## config.mk

```make
export PLATFORM = sky130hd
export DESIGN_NAME = attribute_key_value_finder_flat
export DESIGN_NICKNAME = d
export VERILOG_FILES = /design/src/design/akv_pkg.sv /design/src/design/akv_if.sv /design/src/design/akv_cfg_regs.sv /design/src/design/akv_scanner.sv /design/src/design/attribute_key_value_finder.sv /design/src/flat_wrapper.sv
export SDC_FILE = /design/constraint.sdc
export NUM_CORES = 1
export LEC_CHECK = 0
export ABC_AREA = 1
export BUFFER_PORTS_ARGS = -buffer_cell sky130_fd_sc_hd__buf_4
export CAP_MARGIN = 30
export CELL_PAD_IN_SITES_DETAIL_PLACEMENT = 2
export CELL_PAD_IN_SITES_GLOBAL_PLACEMENT = 2
export CORE_MARGIN = 10
export CORE_UTILIZATION = 36
export CTS_BUF_LIST = sky130_fd_sc_hd__clkbuf_8
export CTS_CLUSTER_DIAMETER = 60
export DETAILED_ROUTE_END_ITERATION = 7
export GPL_TIMING_DRIVEN = 0
export HOLD_SLACK_MARGIN = 0.05
export PLACE_DENSITY = 0.82
export SETUP_SLACK_MARGIN = 0.1
export SYNTH_ARGS = -nofsm -noshare
export SYNTH_HDL_FRONTEND = slang
export SYNTH_SLANG_ARGS = --single-unit
```

## constraint.sdc

```tcl
create_clock -name clk -period 4.1 [get_ports clk]
set_input_delay 0.82 -clock clk [delete_from_list [all_inputs] [get_ports clk]]
set_output_delay 0.82 -clock clk [all_outputs]
set_load 0.01 [all_outputs]
```

## src/design/akv_pkg.sv

```systemverilog
package akv_pkg;

    // Field widths
    localparam int CHAR_W   = 8;
    localparam int KEY_W    = 64;
    localparam int KLEN_W   = 4;
    localparam int POS_W    = 12;
    localparam int STATUS_W = 2;
    localparam int PHASE_W  = 3;
    localparam int KEY_MAX  = 8;

    // Saturation point for byte positions and value lengths
    localparam logic [POS_W-1:0] POS_CAP = {POS_W{1'b1}};

    // Special characters
    localparam logic [CHAR_W-1:0] CH_NUL = 8'h00;
    localparam logic [CHAR_W-1:0] CH_SEP = 8'h3B;
    localparam logic [CHAR_W-1:0] CH_EQ  = 8'h3D;
    localparam logic [CHAR_W-1:0] CH_BSL = 8'h5C;

    // Result status codes
    localparam logic [STATUS_W-1:0] ST_NOT_FOUND = 2'd0;
    localparam logic [STATUS_W-1:0] ST_NO_VALUE  = 2'd1;
    localparam logic [STATUS_W-1:0] ST_VALUE     = 2'd2;

    // Configuration register indexes
    localparam int CFG_IDX_W = 1;
    localparam logic [CFG_IDX_W-1:0] REG_KEY_CHARS  = 1'b0;
    localparam logic [CFG_IDX_W-1:0] REG_KEY_LENGTH = 1'b1;

    // Scanner phases
    localparam logic [PHASE_W-1:0] PH_SEP      = 3'd0;
    localparam logic [PHASE_W-1:0] PH_MATCH    = 3'd1;
    localparam logic [PHASE_W-1:0] PH_VALSTART = 3'd2;
    localparam logic [PHASE_W-1:0] PH_VALUE    = 3'd3;
    localparam logic [PHASE_W-1:0] PH_SKIP     = 3'd4;

    // One result from the scanner
    typedef struct packed {
        logic                valid;
        logic [STATUS_W-1:0] status;
        logic [POS_W-1:0]    offset;
        logic [POS_W-1:0]    length;
    } akv_result_t;

    // Configured key
    typedef struct packed {
        logic [KEY_W-1:0]  chars;
        logic [KLEN_W-1:0] length;
    } akv_key_t;

endpackage

```

## src/design/akv_if.sv

```systemverilog
// Character input channel
interface akv_char_if
    import akv_pkg::*;
();
    logic              valid;
    logic              ready;
    logic [CHAR_W-1:0] char_in;

    modport source (output valid, output char_in, input ready);
    modport sink   (input valid, input char_in, output ready);
endinterface

// Result output channel
interface akv_result_if
    import akv_pkg::*;
();
    logic                valid;
    logic                ready;
    logic [STATUS_W-1:0] status;
    logic [POS_W-1:0]    value_offset;
    logic [POS_W-1:0]    value_length;

    modport source (output valid, output status, output value_offset,
                    output value_length, input ready);
    modport sink   (input valid, input status, input value_offset,
                    input value_length, output ready);
endinterface

// Configuration write channel
interface akv_cfg_if
    import akv_pkg::*;
();
    logic                 valid;
    logic                 ready;
    logic [CFG_IDX_W-1:0] index;
    logic [KEY_W-1:0]     data;

    modport source (output valid, output index, output data, input ready);
    modport sink   (input valid, input index, input data, output ready);
endinterface

```

## src/design/akv_cfg_regs.sv

```systemverilog
module akv_cfg_regs
    import akv_pkg::*;
(
    input  logic         clk,
    input  logic         rst_n,
    akv_cfg_if.sink      cfg,
    output akv_key_t     key
);

    logic [KEY_W-1:0]  key_chars_reg;
    logic [KLEN_W-1:0] key_length_reg;

    // Writes are always taken
    assign cfg.ready = 1'b1;

    // Register file
    always_ff @(posedge clk or negedge rst_n)
    begin
        if (!rst_n)
        begin
            key_chars_reg  <= '0;
            key_length_reg <= KLEN_W'(1);
        end
        else if (cfg.valid)
        begin
            case (cfg.index)
                REG_KEY_CHARS:  key_chars_reg  <= cfg.data;
                REG_KEY_LENGTH: key_length_reg <= cfg.data[KLEN_W-1:0];
                default:        ;
            endcase
        end
    end

    assign key.chars  = key_chars_reg;
    assign key.length = key_length_reg;

endmodule

```

## src/design/akv_scanner.sv

```systemverilog
module akv_scanner
    import akv_pkg::*;
(
    input  logic              clk,
    input  logic              rst_n,
    input  logic              step,
    input  logic [CHAR_W-1:0] c,
    input  akv_key_t          key,
    output akv_result_t       result
);

    logic [PHASE_W-1:0] phase_reg,   phase_next;
    logic [KLEN_W-1:0]  match_reg,   match_next;
    logic               bsl_reg,     bsl_next;
    logic [POS_W-1:0]   pos_reg,     pos_next;
    logic [POS_W-1:0]   vstart_reg,  vstart_next;
    logic [POS_W-1:0]   vcount_reg,  vcount_next;
    logic               given_reg,   given_next;

    logic [KLEN_W-1:0]  eff_len;
    logic               key_done;
    logic               sep_open;
    logic [CHAR_W-1:0]  key_byte;
    logic [POS_W-1:0]   pos_inc;
    logic [POS_W-1:0]   vcount_inc;

    // Key length clamps to the key register size
    assign eff_len  = (key.length > KLEN_W'(KEY_MAX)) ? KLEN_W'(KEY_MAX) : key.length;
    assign key_done = (match_reg >= eff_len);
    assign key_byte = key.chars[{match_reg[2:0], 3'b000} +: CHAR_W];
    assign sep_open = (c == CH_SEP) && !bsl_reg;

    // Saturating counters
    assign pos_inc    = (pos_reg == POS_CAP)    ? POS_CAP : pos_reg + 1'b1;
    assign vcount_inc = (vcount_reg == POS_CAP) ? POS_CAP : vcount_reg + 1'b1;

    // Next state and result
    always_comb
    begin
        phase_next  = phase_reg;
        match_next  = match_reg;
        bsl_next    = bsl_reg;
        pos_next    = pos_reg;
        vstart_next = vstart_reg;
        vcount_next = vcount_reg;
        given_next  = given_reg;
        result      = '0;

        if (step)
        begin
            if (c == CH_NUL)
            begin
                // end of string: report if nothing reported yet, then clear
                if (!given_reg)
                begin
                    result.valid = 1'b1;
                    case (phase_reg)
                        PH_SEP:
                            result.status = (eff_len == '0 && pos_reg != '0)
                                            ? ST_NO_VALUE : ST_NOT_FOUND;
                        PH_MATCH:
                            result.status = key_done ? ST_NO_VALUE : ST_NOT_FOUND;
                        PH_VALSTART:
                        begin
                            result.status = ST_VALUE;
                            result.offset = pos_reg;
                        end
                        PH_VALUE:
                        begin
                            result.status = ST_VALUE;
                            result.offset = vstart_reg;
                            result.length = vcount_reg;
                        end
                        default:
                            result.status = ST_NOT_FOUND;
                    endcase
                end
                phase_next  = PH_SEP;
                match_next  = '0;
                bsl_next    = 1'b0;
                pos_next    = '0;
                vstart_next = '0;
                vcount_next = '0;
                given_next  = 1'b0;
            end
            else
            begin
                if (!given_reg)
                begin
                    case (phase_reg)
                        PH_SEP, PH_MATCH:
                        begin
                            // separator runs at field start are skipped
                            if (!(phase_reg == PH_SEP && c == CH_SEP))
                            begin
                                if (!key_done)
                                begin
                                    if (c == key_byte)
                                    begin
                                        match_next = match_reg + 1'b1;
                                        phase_next = PH_MATCH;
                                    end
                                    else if (sep_open)
                                    begin
                                        phase_next = PH_SEP;
                                        match_next = '0;
                                    end
                                    else
                                    begin
                                        phase_next = PH_SKIP;
                                    end
                                end
                                else if (c == CH_EQ)
                                begin
                                    phase_next = PH_VALSTART;
                                end
                                else if (c == CH_SEP)
                                begin
                                    result.valid  = 1'b1;
                                    result.status = ST_NO_VALUE;
                                    given_next    = 1'b1;
                                end
                                else if (sep_open)
                                begin
                                    phase_next = PH_SEP;
                                    match_next = '0;
                                end
                                else
                                begin
                                    phase_next = PH_SKIP;
                                end
                            end
                        end
                        PH_VALSTART:
                        begin
                            // "=;" counts as no value
                            if (c == CH_SEP)
                            begin
                                result.valid  = 1'b1;
                                result.status = ST_NO_VALUE;
                                given_next    = 1'b1;
                            end
                            else
                            begin
                                vstart_next = pos_reg;
                                vcount_next = POS_W'(1);
                                phase_next  = PH_VALUE;
                            end
                        end
                        PH_VALUE:
                        begin
                            if (sep_open)
                            begin
                                result.valid  = 1'b1;
                                result.status = ST_VALUE;
                                result.offset = vstart_reg;
                                result.length = vcount_reg;
                                given_next    = 1'b1;
                            end
                            else
                            begin
                                vcount_next = vcount_inc;
                            end
                        end
                        default:
                        begin
                            // rest of a non-matching field
                            if (sep_open)
                            begin
                                phase_next = PH_SEP;
                                match_next = '0;
                            end
                            else
                            begin
                                phase_next = PH_SKIP;
                            end
                        end
                    endcase
                end
                bsl_next = (c == CH_BSL);
                pos_next = pos_inc;
            end
        end
    end

    // Scan state
    always_ff @(posedge clk or negedge rst_n)
    begin
        if (!rst_n)
        begin
            phase_reg  <= PH_SEP;
            match_reg  <= '0;
            bsl_reg    <= 1'b0;
            pos_reg    <= '0;
            vstart_reg <= '0;
            vcount_reg <= '0;
            given_reg  <= 1'b0;
        end
        else
        begin
            phase_reg  <= phase_next;
            match_reg  <= match_next;
            bsl_reg    <= bsl_next;
            pos_reg    <= pos_next;
            vstart_reg <= vstart_next;
            vcount_reg <= vcount_next;
            given_reg  <= given_next;
        end
    end

endmodule

```

## src/design/attribute_key_value_finder.sv

```systemverilog
// Channel     Dir   Payload                                   Transfer
// char_ch     in    char_in[7:0]                              valid && ready
// result_ch   out   status[1:0], value_offset, value_length   valid && ready
// cfg_ch      in    index[0], data[63:0]                      valid && ready
//
// One byte per cycle while result_ch is not stalled: an input register feeds the
// scanner, whose result is registered in an output register.
// A byte's result (if any) reaches result_ch through the input and output registers.
// Reset (rst_n low, async) clears key to length 1 / all zero and the scan state.
// A result waiting on result_ch holds the byte register; bytes keep flowing
// while the output register is empty or being drained.
module attribute_key_value_finder
    import akv_pkg::*;
(
    input  logic          clk,
    input  logic          rst_n,
    akv_char_if.sink      char_ch,
    akv_result_if.source  result_ch,
    akv_cfg_if.sink       cfg_ch
);

    logic              in_valid_reg;
    logic [CHAR_W-1:0] char_reg;
    logic              res_valid_reg;
    akv_result_t       res_reg;
    logic              slot_free;
    logic              step;
    akv_key_t          key;
    akv_result_t       scan_res;

    // Handshake control
    assign slot_free     = !res_valid_reg || result_ch.ready;
    assign step          = in_valid_reg && slot_free;
    assign char_ch.ready = !in_valid_reg || slot_free;

    akv_cfg_regs u_cfg (
        .clk   (clk),
        .rst_n (rst_n),
        .cfg   (cfg_ch),
        .key   (key)
    );

    akv_scanner u_scan (
        .clk    (clk),
        .rst_n  (rst_n),
        .step   (step),
        .c      (char_reg),
        .key    (key),
        .result (scan_res)
    );

    // Input byte register
    always_ff @(posedge clk or negedge rst_n)
    begin
        if (!rst_n)
            in_valid_reg <= 1'b0;
        else if (char_ch.ready)
            in_valid_reg <= char_ch.valid;
    end

    always_ff @(posedge clk)
    begin
        if (char_ch.valid && char_ch.ready)
            char_reg <= char_ch.char_in;
    end

    // Result register
    always_ff @(posedge clk or negedge rst_n)
    begin
        if (!rst_n)
            res_valid_reg <= 1'b0;
        else if (slot_free)
            res_valid_reg <= step && scan_res.valid;
    end

    always_ff @(posedge clk)
    begin
        if (step && scan_res.valid)
            res_reg <= scan_res;
    end

    assign result_ch.valid        = res_valid_reg;
    assign result_ch.status       = res_reg.status;
    assign result_ch.value_offset = res_reg.offset;
    assign result_ch.value_length = res_reg.length;

endmodule

```

## src/flat_wrapper.sv

```systemverilog
// flat-port wrapper written by rule: the top's interface ports become plain ports
module attribute_key_value_finder_flat import akv_pkg::*;
  (clk, rst_n, char_ch_valid, char_ch_char_in, char_ch_ready, result_ch_valid, result_ch_status, result_ch_value_offset, result_ch_value_length, result_ch_ready, cfg_ch_valid, cfg_ch_index, cfg_ch_data, cfg_ch_ready);
  akv_char_if char_ch_i ();
  akv_result_if result_ch_i ();
  akv_cfg_if cfg_ch_i ();
  input  logic clk;
  input  logic rst_n;
  input wire logic [$bits(char_ch_i.valid)-1:0] char_ch_valid;
  input wire logic [$bits(char_ch_i.char_in)-1:0] char_ch_char_in;
  output wire logic [$bits(char_ch_i.ready)-1:0] char_ch_ready;
  output wire logic [$bits(result_ch_i.valid)-1:0] result_ch_valid;
  output wire logic [$bits(result_ch_i.status)-1:0] result_ch_status;
  output wire logic [$bits(result_ch_i.value_offset)-1:0] result_ch_value_offset;
  output wire logic [$bits(result_ch_i.value_length)-1:0] result_ch_value_length;
  input wire logic [$bits(result_ch_i.ready)-1:0] result_ch_ready;
  input wire logic [$bits(cfg_ch_i.valid)-1:0] cfg_ch_valid;
  input wire logic [$bits(cfg_ch_i.index)-1:0] cfg_ch_index;
  input wire logic [$bits(cfg_ch_i.data)-1:0] cfg_ch_data;
  output wire logic [$bits(cfg_ch_i.ready)-1:0] cfg_ch_ready;
  assign char_ch_i.valid = char_ch_valid;
  assign char_ch_i.char_in = char_ch_char_in;
  assign char_ch_ready = char_ch_i.ready;
  assign result_ch_valid = result_ch_i.valid;
  assign result_ch_status = result_ch_i.status;
  assign result_ch_value_offset = result_ch_i.value_offset;
  assign result_ch_value_length = result_ch_i.value_length;
  assign result_ch_i.ready = result_ch_ready;
  assign cfg_ch_i.valid = cfg_ch_valid;
  assign cfg_ch_i.index = cfg_ch_index;
  assign cfg_ch_i.data = cfg_ch_data;
  assign cfg_ch_ready = cfg_ch_i.ready;
  attribute_key_value_finder u_core (.clk(clk), .rst_n(rst_n), .char_ch(char_ch_i), .result_ch(result_ch_i), .cfg_ch(cfg_ch_i));
endmodule
```

### Word level (Yosys, flattened, before mapping)

Cells that the tools add are included.

| word-level totals | value |
|---|---|
| flip-flop bits (word level) | 149 |
| bits in latches | 0 |
| bits in writable memories | 0 |
| memory bits (read-only) | 0 |
| bits of input ports | 78 |
| output and inout port bits | 29 |
| word-level logic and storage cells | 123 |
| memories kept | 0 |

| operators by class | value |
|---|---|
| add/subtract/negate cells | 3 |
| $mul | 0 |
| div/mod/pow operators | 0 |
| order comparisons | 2 |
| eq/ne operators | 19 |
| shift operators | 1 |
| muxes and demuxes | 57 |
| bitwise operators | 1 |
| reduce and logical (&&, ||, !) cells | 25 |

Operators by type and width:

| operator | count |
|---|---|
| $mux 12 | 12 |
| $mux 27 | 5 |
| $shiftx 64x7->8 | 1 |
| $pmux 12 s2 | 2 |
| $mux 3 | 13 |
| $mux 4 | 9 |
| $add 12x1->12 const B | 2 |
| $eq 12x12->1 const B | 2 |
| $mux 24 | 1 |
| $pmux 3 s3 | 2 |
| $eq 8x6->1 const B | 2 |
| $reduce_and 6->1 | 2 |
| $reduce_bool 12->1 | 1 |
| $mux 1 | 10 |
| $ne 3x3->1 const B | 3 |
| $eq 8x7->1 const B | 1 |
| $eq 8x8->1 | 1 |
| $logic_not 8->1 | 1 |
| $ne 4x4->1 const B | 2 |
| $pmux 4 s2 | 1 |
| $eq 3x2->1 const B | 2 |
| $logic_and 1x1->1 | 6 |
| $pmux 2 s3 | 1 |
| $ne 5x5->1 const B | 1 |
| other kinds (18) | 25 |

### Longest topological paths before layout

| logic depth | value |
|---|---|
| depth in word-level cells | 10 |
| mapped depth | 16 |
| gate-level depth less buffers | 16 |

### Cells and area by module

From an unflattened synthesis, not the netlist that was laid out.

| unflattened totals | value |
|---|---|
| cell total of the unflattened synthesis | 968 |
| area total of the unflattened synthesis | 8144.1 µm² |

Modules (own cells, without submodules):

| module | instances | cells each | area each (µm²) | sequential area each (µm²) |
|---|---|---|---|---|
| akv_scanner | 1 | 621 | 3847.4 | 1126.1 |
| akv_cfg_regs | 1 | 298 | 3169.3 | 1702.9 |
| attribute_key_value_finder | 1 | 49 | 1127.3 | 1071.0 |

### Least setup slack after synthesis

No wires, ideal clock.

| timing path | value |
|---|---|
| path kind | flip-flop to flip-flop |
| start point | reg u_core.u_cfg.key_length_reg[3] |
| end point | reg u_core.res_reg (netlist bit u_core.result_ch.status[0]) (enable) |
| setup time | 0.418 ns |
| arrival time | 2.799 ns |
| data required time | 3.682 ns |
| setup slack | 0.883 ns |
| stages on the path, launching flop included | 14 |
| path buffers | 0 |
| clock period less this slack | 3.217 ns |
| path through | dfrtp_1 > inv_1 > nand2_1 > ha_1 > inv_1 > nor2_1 > nor2_1 > o21ai_0 > nor2_1 > inv_1 > nand4_1 > nand3_1 > nand2_1 > a21oi_1 |

| between the ends | value |
|---|---|
| longest elaborated chain between the ends | 10 |

Ends and longest elaborated chain:

| element | line | source |
|---|---|---|
| start: declaration | akv_cfg_regs.sv:11 | `logic [KLEN_W-1:0] key_length_reg;` |
| start signal: assignment | akv_cfg_regs.sv:28 | `REG_KEY_LENGTH: key_length_reg <= cfg.data[KLEN_W-1:0];` |
| $gt 4x4->1 | akv_scanner.sv:28 | `assign eff_len = (key.length > KLEN_W'(KEY_MAX)) ? KLEN_W'(KEY_MAX) : key.length;` |
| $mux 4 * | akv_scanner.sv:28 |  |
| $ge 4x4->1 * | akv_scanner.sv:29 | `assign key_done = (match_reg >= eff_len);` |
| $mux 3 * | akv_scanner.sv:96 | `if (!key_done)` |
| $mux 3 * | akv_scanner.sv:94 | `if (!(phase_reg == PH_SEP && c == CH_SEP))` |
| $pmux 3 s3 * | akv_scanner.sv:90 | `case (phase_reg)` |
| $mux 27 * | akv_scanner.sv:88 | `if (!given_reg)` |
| $mux 27 * | akv_scanner.sv:51 | `if (c == CH_NUL)` |
| $mux 27 * | akv_scanner.sv:49 | `if (step)` |
| $logic_and 1x1->1 * | attribute_key_value_finder.sv:78 | `if (step && scan_res.valid)` |
| end signal: assignment | attribute_key_value_finder.sv:79 | `res_reg <= scan_res;` |
| end: declaration | attribute_key_value_finder.sv:25 | `akv_result_t res_reg;` |

Mark *: on every way between the ends. The rest lies on a longest branch, timed or not.
A chain may end at the register's enable or synchronous reset.

### Worst setup path after layout

| timing path | value |
|---|---|
| start point | reg u_core.u_scan.match_reg[0] |
| end point | reg u_core.res_reg (netlist bit u_core.result_ch.value_length[0]) (enable) |

| between the ends | value |
|---|---|
| longest elaborated chain between the ends | 8 |

Ends and longest elaborated chain:

| element | line | source |
|---|---|---|
| start: declaration | akv_scanner.sv:13 | `logic [KLEN_W-1:0] match_reg, match_next;` |
| start signal: assignment | akv_scanner.sv:202 | `match_reg <= match_next;` |
| $ge 4x4->1 | akv_scanner.sv:29 |  |
| $mux 3 | akv_scanner.sv:96 |  |
| $mux 3 | akv_scanner.sv:94 |  |
| $pmux 3 s3 | akv_scanner.sv:90 |  |
| $mux 27 | akv_scanner.sv:88 |  |
| $mux 27 | akv_scanner.sv:51 |  |
| $mux 27 | akv_scanner.sv:49 |  |
| $logic_and 1x1->1 | attribute_key_value_finder.sv:78 |  |

Every way passes these cells.

==> metrics <==
max FFs per register 64; synth warn 0; router iterations before antenna repair 4; syn_nets 949; post-CTS sizing 0; TritonCTS buffer count 17; crit path buf inv count 4; Highest Clock Rate 320 MHz; Clock Latency Late Sink 0.46 ns; area occupied by multi-input gates 3010 um^2; layout filler cell count 2386; Initial Util 36.3%; crit path time final 3.13 ns; #FFs+latches synth 149; CTS sink cnt 149; post-CTS setup buffer count 0; startpoint types register; total of max-cap violations 0; Critical Path Most Common Cell nor2_1; power share of the combinational group 26.5%; sequential area share after synthesis 51.5%; Internal Power 0.00267 W; register area 3900 um^2; GR peak layer met2; Peak VDD IR 0.212 mV; via-per-instance ratio 5.12; full die area 27300 um^2; GPL Wtd Cong 0.800; core area 20900 um^2; final wirelength 25000 um; mapped cell area 7580 um^2; post-synth cell types 43; Post-synth ARST share 77.2%; Hold WC Path Type in -> async; share of cells above drive strength 1 23.3%; Synth Flop Type dfrtp_1; vias in the first global route 7527; first-pass GRT wire length 40300 um; Worst Path Max Fanout 14; slowest CP cell a21oi_2; Port Buffers 105; Final period util 76.3%; Max clock buf depth 2; power per cell area 455 nW/um^2; Crit Path Class reg -> reg; status finished, final reports clean; HPWL Detailed 18600 um; Final Hold Viols 0; Die W 165 um; EDFF count, synth 34; DR vias 6537; clock skew 0.0219 ns; CP peak stage delay 0.72 ns; Cell Chain, Critical Path inv_2 > buf_2 > ha_1 > nor2_1 > nor2_1 > o21ai_0 > nor2_1 > inv_1 > nand4_1 > nand3_1 > nand2_1 > a21oi_2 > buf_8; met3 Use GR 4.07%; initial antenna violation count 0; # diodes 0; CP required 4.26 ns; worst rel slew slack 24.3%; hold_ws 0.291 ns; Syn Inst Count 863; largest net degree at the start of global routing 65; Syn-to-layout area delta 20.7%; I/O Pins 107; critical path endpoint category register; Synth area leaders dfrtp_1, edfxtp_1, nand2_1; Die H 165 um; M2 GR Usage 32.8%; post-synth top area share 37.6%; htree depth 4; FP Rows 53; First DRT Iteration DRCs 359; RSZ-0062 raised after global routing no; leading area contributor after synthesis dfrtp_1; Fin Setup TNS 0 ns; Final Setup Violations 0; CP Data Arrival Time 3.29 ns; Pins Over Slew Limit 0; sw frac 35.8%; syn avg cell area 8.78 um^2; CP top delay family compound AO/OA/AOI/OAI gates; DRC 0; post-DR wirelength/cell 19.6 um; GR Overflow Total 0; cell leakage power 4.26 nW; hold buffer count at cts 0; Clock transition at path regs 0.10 ns; reported net switching power 0.00149 W; antenna-violating nets left 0; GRT Total Usage 18.8%; Clock power frac 27.5%; root buffer cell clkbuf_8; Worst-Margin Slew 1.12 ns; CTS tree done; final net count 1076; met1 usage 23.0%; sequential share of power 46.0%
==> final timing paths <==
| check | start | end | slack (ns) | cells past startpoint |
|---|---|---|---|---|
| setup / recovery | u_core.u_scan.match_reg[0]$_DFFE_PN0P_ | u_core.result_ch.value_length[0]$_SDFFCE_PN0P_ | 0.97 | 13 |
| hold / removal | rst_n | u_core.u_cfg.key_chars_reg[29]$_DFFE_PN0P_ | 0.29 | 1 |
| setup reg to reg | u_core.u_scan.match_reg[0]$_DFFE_PN0P_ | u_core.result_ch.value_length[0]$_SDFFCE_PN0P_ | 0.97 | 13 |
| hold reg to reg | u_core.u_cfg.key_chars_reg[3]$_DFFE_PN0P_ | u_core.u_cfg.key_chars_reg[3]$_DFFE_PN0P_ | 0.51 | 2 |
| max in group asynchronous | rst_n | u_core.u_cfg.key_length_reg[0]$_DFFE_PN1P_ | 3.02 | 2 |
| min in group clk | u_core.u_cfg.key_chars_reg[3]$_DFFE_PN0P_ | u_core.u_cfg.key_chars_reg[3]$_DFFE_PN0P_ | 0.51 | 2 |
==> placed cells by master (no fill, tap or decap), types with 7 or more instances in the layout <==
cell type,n
a21oi_1,34
buf_2,11
buf_4,108
clkbuf_1,9
clkbuf_8,17
dfrtp_1,114
edfxtp_1,34
ha_1,8
inv_1,123
inv_2,7
mux2_2,35
nand2_1,175
nand3_1,70
nand4_1,12
nor2_1,80
nor3_1,13
nor4_1,8
o21ai_0,27
o22ai_1,31
o22ai_2,10
xor2_1,8
==> synth_stat cells, drive strengths merged (3+ instances only) <==
cell type  instances
inv              132
a21oi             36
nor3              13
nand4             12
mux2              35
edfxtp            34
or2                3
nor4               8
clkbuf             9
o21ai             29
ha                 8
nor2              90
dfrtp            114
nand3             75
buf               22
o22ai             41
nand2            178
xor2               8
==> power by group through the flow <==
| stage | Combinational, W | Sequential [W] | Clock, W |
|---|---|---|---|
| 6_report | 0.00110 | 0.00192 | 0.00114 |
| 5_1_grt | 0.00126 | 0.00195 | 0.00123 |
| 4_1_cts | 0.00112 | 0.00191 | 0.00117 |
| 3_5_place_dp | 0.00109 | 0.00194 | 0 |
| 3_3_place_gp | 0.00101 | 0.00192 | 0 |
| 2_1_floorplan | 0.000769 | 0.00189 | 0 |
==> area by class of cell <==
type,count,share of cell area [%]
multi-input cells,551,32.9
repair buffers,108,9.18
inverters,132,5.47
plain buffers,31,1.90
flip-flops and latches,149,42.6
clock buffers,17,2.56
clock inverters,15,1.59
well taps,275,3.76
==> layer usage <==
layer	part of all wire [%]	wire length, um	up-vias
met5	0	0	-
met4	1.4	338	0
met3	5.0	1260	22
met2	52	13000	108
met1	42	10500	3327
li1	-	-	3080
==> cell families (layout without fill, tap and decap cells) <==
kind of cell / after synthesis / count (layout) / share of synthesized area [%]
other: 1 / 1 / 0.0495
buffers and inverters: 163 / 303 / 8.90
flip-flops: 149 / 149 / 51.5
AO/OA/AOI/OAI: 115 / 115 / 9.43
AND/OR/NAND/NOR: 383 / 383 / 22.6
XOR/XNOR: 9 / 9 / 1.04
multiplexers: 35 / 35 / 5.20
adder cells (fa/ha/maj): 8 / 8 / 1.32
==> per-stage QoR <==
step	std cells	total power [W]	area [um^2]	worst slack [ns]	util [%]
floorplan	863	0.00265	7580	0.883	-
finish	1278	0.00416	9150	0.971	43.8
global placement	1243	0.00293	8710	0.0696	41.7
global route	1278	0.00444	9150	0.670	43.8
detailed placement	1246	0.00303	8770	0.969	42.0
CTS	1278	0.00420	9150	0.932	43.8
No activity file was read; power rests on OpenSTA's default activity.
